File: src/hdl/gtq_ram.sv
`timescale 1ns / 1ps
// ----------------------------------------------------------------------------
// gtq_ram
// Simple dual-port RAM: one write port, one read port, registered read.
// ----------------------------------------------------------------------------
module gtq_ram #(
    parameter  int WIDTH = 8,
    parameter  int DEPTH = 2,
    localparam int AW    = (DEPTH > 1) ? $clog2(DEPTH) : 1
) (
    input  logic             i_clk,
    input  logic             i_we,
    input  logic [AW-1:0]    i_waddr,
    input  logic [WIDTH-1:0] i_wdata,
    input  logic [AW-1:0]    i_raddr,
    output logic [WIDTH-1:0] o_rdata
);

    logic [WIDTH-1:0] r_mem [DEPTH];
    logic [WIDTH-1:0] r_rdata;

    always_ff @(posedge i_clk) begin
        if (i_we) begin
            r_mem[i_waddr] <= i_wdata;
        end
        r_rdata <= r_mem[i_raddr];
    end

    assign o_rdata = r_rdata;

endmodule

File: config.mk
export PLATFORM = sky130hd
export DESIGN_NAME = gtq_ram
export DESIGN_NICKNAME = d
export VERILOG_FILES = /design/src/hdl/gtq_ram.sv
export SDC_FILE = /design/constraint.sdc
export NUM_CORES = 1
export LEC_CHECK = 0
export ABC_AREA = 1
export ABC_CLOCK_PERIOD_IN_PS = 1000
export BUFFER_PORTS_ARGS = -buffer_cell sky130_fd_sc_hd__buf_2
export CORE_MARGIN = 2
export CORE_UTILIZATION = 48
export DETAILED_ROUTE_END_ITERATION = 8
export PLACE_DENSITY = 0.73
export SETUP_SLACK_MARGIN = 0.15
export SKIP_CTS_REPAIR_TIMING = 1
export SLEW_MARGIN = 30
export SYNTH_ARGS = -nofsm -noshare
export SYNTH_HDL_FRONTEND = slang
export SYNTH_SLANG_ARGS = --single-unit
File: constraint.sdc
create_clock -name i_clk -period 1 [get_ports i_clk]
set_clock_uncertainty 0.05 [all_clocks]
set_input_delay 0 -clock i_clk [delete_from_list [all_inputs] [get_ports i_clk]]
set_output_delay 0 -clock i_clk [all_outputs]
set_load 0.02 [all_outputs]
==> impl_metrics.py, run 1 <==
metrics = {
    "power_and_ir_drop": {
        "swShare_pct": 19.4,
        "power_frac_clock_pct": 33.5,
        "max-vdd-ir-drop_mv": 1.25,
        "p_leak_nw": 0.467,
        "share_seq_of_total_power_pct": 56.8,
        "pwr_density_cell_mw_per_mm2": 1940,
        "combPwrFrac_pct": 9.7,
        "p_switching_uw": 396,
        "internal-power_mw": 1.64,
    },
    "critical_path": {
        "crit_required_ns": 0.95,
        "r2r-end": "o_rdata[0]$_DFF_P_",
        "crit_fanout": 1,
        "rrSetupSlack_ns": 0.32,
        "crit_end": "o_rdata[1]",
        "reg2reg_from": "r_mem[1][0]$_DFFE_PP_",
        "crit_path_cell_trace": "buf_6",
        "crit_arrival_ns": 0.77,
        "worst_setup_path_end_kind": "output port",
        "crit_family": "flip-flops",
        "cpMaxStageDelayCell": "dfxtp_2",
        "r2r_cells": 2,
        "startpoint_type": "register",
        "crit_buf_inv": 1,
        "slowest_delay_ns": 0.34,
        "startpoint": "o_rdata[1]$_DFF_P_",
        "worstSetupPathType": "reg2out",
        "crit_cells": 1,
    },
    "placement": {
        "port_buffers": 19,
        "gp_congestion": 0.689,
        "dp.cells": 89,
    },
    "synthesis": {
        "yosysWarnings": 0,
        "yosys.area.top_type": "edfxtp_1",
        "ys.flop_type": "edfxtp_1",
        "ys_top_cells_by_count": "nand2_1, edfxtp_1, dfxtp_1",
        "synth-edff-count": 16,
        "syn_area_um2": 761,
        "synth_cell_types": 7,
        "yosysSeqAreaShare_pct": 84.2,
        "synthTopCellsByArea": "edfxtp_1, dfxtp_1, nand2_1",
        "synth_nets": 66,
        "ys_ff_latch": 24,
        "postSynthCellCount": 54,
        "synth.most_common_cell": "nand2_1",
        "avgSynthCellArea_um2": 14.1,
        "async_flop_share_pct": 0,
        "yosysTopAreaCellShare_pct": 63.2,
    },
    "timing": {
        "layout_worst_path_cycle_share_pct": 82.2,
        "whs_ns": 0.0848,
        "tightest_slew_ns": 0.297,
        "slew_viol_final": 0,
        "hold_violations": 0,
        "slew_headroom_pct": 80.2,
        "min_period_ns": 0.822,
        "final-setup-viol-count": 0,
        "fmax_ghz": 1.22,
        "rsz0062_at_grt": "true",
        "finalSetupTns_ns": 0,
    },
    "floorplanning": {
        "die_h_um": 43.8,
        "die_area_mm2": 0.00192,
        "die_x_um": 43.8,
        "start_util_pct": 51.1,
        "row_count": 14,
        "io_pins": 20,
        "coreArea_mm2": 0.00149,
    },
    "status": {
        "outcome": "completed",
    },
    "cts": {
        "clockBufferDepth": 2,
        "cts_max_level": 1,
        "cts_tree": "built",
        "worstSkewPairLatency_ns": 0.31,
        "clkTransAtPathRegs_ns": 0.13,
        "numCtsBuffers": 3,
        "cts.sinks": 24,
        "root_buffer": "clkbuf_4",
    },
    "grt": {
        "grt_first_pass_wirelength_mm": 1.55,
        "grt_max_degree": 15,
        "grt_pass1_vias": 353,
        "antenna_found_initial": 0,
        "grt_overflow_total": 0,
        "track_usage_pct": 12.0,
    },
    "detailed_routing": {
        "avgViaCountPerCell": 4.56,
        "wirelength_mm": 1.18,
        "wl_per_cell_um": 11.5,
        "ant_nets": 0,
        "num_vias": 465,
        "drc": 0,
        "firstDrtPassIters": 5,
        "drt-initial-drc-count": 10,
    },
    "flow_run": {
        "maxCapViolCount": 0,
    },
    "final_layout": {
        "syn_to_final_growth_pct": 38.2,
        "fin_nets": 99,
        "fillers": 108,
        "multi_input_area_um2": 97.6,
        "finalNonFillerCells": 102,
        "drive_gt1_share_pct": 30.2,
        "seqCellArea_um2": 642,
        "diodes": 0,
    },
    "hold_path": {
        "min_path_type": "in2reg",
    },
}
## power groups by stage
stage / Sequential [mW] / Clock (mW) / Combinational, mW
finish: 1.16 / 0.681 / 0.197
global route: 1.16 / 0.724 / 0.214
CTS: 1.15 / 0.691 / 0.146
detailed placement: 1.17 / 0 / 0.145
global placement: 1.17 / 0 / 0.142
floorplan: 1.21 / 0 / 0.0459
## stage by stage
step	area, um2	util (%)	total power [mW]	worst slack [ns]
final	1050	70.6	2.03	0.178
after global routing	1050	70.6	2.10	0.142
after CTS	925	62.1	1.99	0.146
after detailed placement	872	58.6	1.32	0.241
after global placement	872	58.6	1.31	0.258
after floorplan	761	-	1.26	0.190
## cells by family after synthesis
family / count (synthesis) / share of synthesized area, %
flops: 24 / 84.2
simple gates: 26 / 12.8
buf+inv: 4 / 2.96
## sequential cells by signal, indices dropped and copies added, names as in the netlist
signal   cells
o_rdata      8
r_mem       16
## placed cells by master, fill, tap and decap left out
cell	Yosys	layout
inv_1	2	2
buf_2	0	11
clkbuf_4	0	3
inv_2	1	1
nand2_1	25	25
dfxtp_2	0	1
edfxtp_1	16	16
dfxtp_1	8	7
dlygate4sd3_1	0	9
buf_4	0	5
buf_6	1	4
bufinv_16	0	1
nor2_1	1	1
## how the worst min path moves through the flow
stage | cells after the start | startpoint | slack (ns) | end
detailed placement | 1 | i_wdata[7] | 0.14 | r_mem[0][7]$_DFFE_PP_
global placement | 1 | i_wdata[0] | 0.14 | r_mem[0][0]$_DFFE_PP_
finish | 3 | i_waddr | 0.08 | r_mem[0][0]$_DFFE_PP_
floorplan | 0 | i_wdata[0] | 0.05 | r_mem[0][0]$_DFFE_PP_
global route | 3 | i_waddr | 0.09 | r_mem[0][0]$_DFFE_PP_
CTS | 1 | i_wdata[7] | -0.19 | r_mem[1][7]$_DFFE_PP_
## routing by layer
metal	part of all wire [%]	GRT usage (%)	up-vias
li1	-	-	239
met1	42	13.3	212
met2	52	18.2	12
met3	5.1	5.00	2
met4	1.4	9.09	0
met5	0	0	-
## cell type report
| type | instances | area share (%) |
|---|---|---|
| clock inverter | 1 | 2.86 |
| tap | 16 | 1.90 |
| sequential | 24 | 61.1 |
| timing repair buffer | 29 | 21.7 |
| clock buffer | 3 | 2.14 |
| multi-input combinational | 26 | 9.29 |
| inverter | 3 | 1.07 |
Power figures use the tool's default switching activity.
==> run 2: changes to the inputs <==
Settings changed: ABC_CLOCK_PERIOD_IN_PS 1000 to 800.
Clock period 1 ns to 0.8 ns, I/O delays scaled along.
==> impl_metrics.py, run 2 (synthesis gave the netlist of run 1 again) <==
metrics = {
    "final_layout": {
        "fillers": 102,
        "finalNonFillerCells": 100,
        "syn_to_final_growth_pct": 36.5,
        "final_cell_mix": "nand2_1, edfxtp_1, buf_2",
        "drive_gt1_share_pct": 38.1,
        "final_common_cell": "nand2_1",
        "top_register": "r_mem",
        "largest_reg_flops": 16,
        "diodes": 0,
        "fin_nets": 97,
    },
    "floorplanning": {
        "io_pins": 20,
        "start_util_pct": 51.1,
        "coreArea_mm2": 0.00149,
        "die_h_um": 43.8,
        "row_count": 14,
        "die_area_mm2": 0.00192,
        "die_x_um": 43.8,
    },
    "power_and_ir_drop": {
        "max-vdd-ir-drop_mv": 1.36,
        "swShare_pct": 21.7,
        "total_power_mw": 2.22,
        "pwr_density_cell_mw_per_mm2": 2140,
        "share_seq_of_total_power_pct": 65.6,
        "combPwrFrac_pct": 11.3,
        "p_switching_uw": 482,
        "power_frac_clock_pct": 23.2,
        "p_leak_nw": 0.451,
        "internal-power_mw": 1.74,
    },
    "critical_path": {
        "crit_arrival_ns": 0.76,
        "crit_fanout": 1,
        "worstSetupPathType": "reg2out",
        "crit_path_cell_trace": "buf_6",
        "startpoint_type": "register",
        "rrSetupSlack_ns": 0.13,
        "r2r-end": "o_rdata[2]$_DFF_P_",
        "slowest_delay_ns": 0.34,
        "crit_required_ns": 0.75,
        "cpMaxStageDelayCell": "dfxtp_2",
        "reg2reg_from": "r_mem[1][2]$_DFFE_PP_",
        "crit_buf_inv": 1,
        "worst_setup_path_end_kind": "output port",
        "r2r_cells": 2,
        "crit_family": "flip-flops",
    },
    "cts": {
        "clockBufferDepth": 2,
        "clkTransAtPathRegs_ns": 0.12,
        "root_buffer": "clkbuf_4",
        "cts_max_level": 1,
        "worstSkewPairLatency_ns": 0.31,
        "cts_tree": "built",
        "cts.sinks": 24,
        "numCtsBuffers": 3,
    },
    "timing": {
        "slew_headroom_pct": 80.2,
        "hold_violations": 16,
        "rsz0062_at_grt": "true",
        "tightest_slew_ns": 0.297,
        "final-setup-viol-count": 8,
        "layout_worst_path_cycle_share_pct": 102,
        "fmax_ghz": 1.23,
        "whs_ns": -0.0652,
        "fin_ws_ns": -0.0130,
        "slew_viol_final": 0,
        "min_period_ns": 0.813,
    },
    "grt": {
        "grt_first_pass_wirelength_mm": 1.54,
        "grt_util_met3_pct": 3.75,
        "antenna_found_initial": 0,
        "grtUsageMet1_pct": 13.8,
        "grt_overflow_total": 0,
        "grt_max_degree": 14,
        "track_usage_pct": 12.2,
        "top_usage_layer": "met2",
        "gr-usage-met2_pct": 17.4,
        "grt_pass1_vias": 368,
    },
    "hold_path": {
        "min_to": "o_rdata[6]$_DFF_P_",
        "worstHoldStart": "i_raddr",
        "min_path_type": "in2reg",
        "whs_path_depth": 3,
    },
    "status": {
        "failed_checks": "hold timing, setup timing",
        "outcome": "complete, but fails checks",
    },
    "detailed_routing": {
        "num_vias": 454,
        "ant_nets": 0,
        "firstDrtPassIters": 4,
        "drc": 0,
        "avgViaCountPerCell": 4.54,
        "wirelength_mm": 1.02,
        "wl_per_cell_um": 10.2,
        "drt-initial-drc-count": 11,
    },
    "placement": {
        "port_buffers": 19,
        "gp_congestion": 0.691,
        "dp.cells": 88,
    },
    "flow_run": {
        "maxCapViolCount": 0,
    },
}
[run 2: cell count changes in the layout (fill, tap and decap cells not counted)]
cell           change
buf_4              -5
clkinv_1           +1
nor2_4             +1
dfxtp_2            +7
nor2_1             -1
dfxtp_1            -7
dlygate4sd3_1      -1
bufinv_16          -1
buf_6              +4
[run 2: layout make-up]
cell class / count / area [um2] / area share [%]
sequential: 24 / 651 / 62.7
multi-input combinational: 26 / 105 / 10.1
clock inverter: 1 / 3.75 / 0.361
timing repair buffer: 27 / 225 / 21.7
clock buffer: 3 / 22.5 / 2.17
inverter: 3 / 11.3 / 1.08
tap: 16 / 20.0 / 1.93
[run 2: worst max path at each step]
stage	depth (start not counted)	startpoint	to	slack, ns
2_1_floorplan	2	r_mem[1][0]$_DFFE_PP_	o_rdata[0]$_DFF_P_	0.20
3_5_place_dp	3	i_waddr	r_mem[1][3]$_DFFE_PP_	0.01
3_3_place_gp	3	i_waddr	r_mem[1][0]$_DFFE_PP_	0.04
4_1_cts	1	o_rdata[6]$_DFF_P_	o_rdata[6]	-0.05
5_1_grt	1	o_rdata[1]$_DFF_P_	o_rdata[1]	-0.05
6_report	1	o_rdata[5]$_DFF_P_	o_rdata[5]	-0.01
[run 2: power groups by stage]
stage | combinational [mW] | clock [mW] | sequential (mW)
after detailed placement | 0.181 | 0 | 1.47
after floorplan | 0.0604 | 0 | 1.51
final | 0.250 | 0.514 | 1.45
after global placement | 0.177 | 0 | 1.47
after CTS | 0.182 | 0.525 | 1.44
after global routing | 0.270 | 0.570 | 1.46
[run 2: routing by layer]
| metal | routed length [um] | vias to the layer above |
|---|---|---|
| met5 | 0 | - |
| met4 | 40 | 0 |
| met3 | 49 | 4 |
| met2 | 478 | 16 |
| met1 | 453 | 199 |
| li1 | - | 235 |
[run 2: per-stage QoR]
stage	TNS, ns	setup slack (ns)	util, %	hold slack, ns	area [um2]
after floorplan	0	0.201	-	0.0489	768
after global placement	0	0.0447	58.6	0.140	872
after detailed placement	0	0.0135	58.6	0.143	872
after CTS	-0.291	-0.0464	60.3	-0.188	898
after global routing	-0.307	-0.0472	69.7	-0.0570	1040
final	-0.0712	-0.0130	69.7	-0.0652	1040
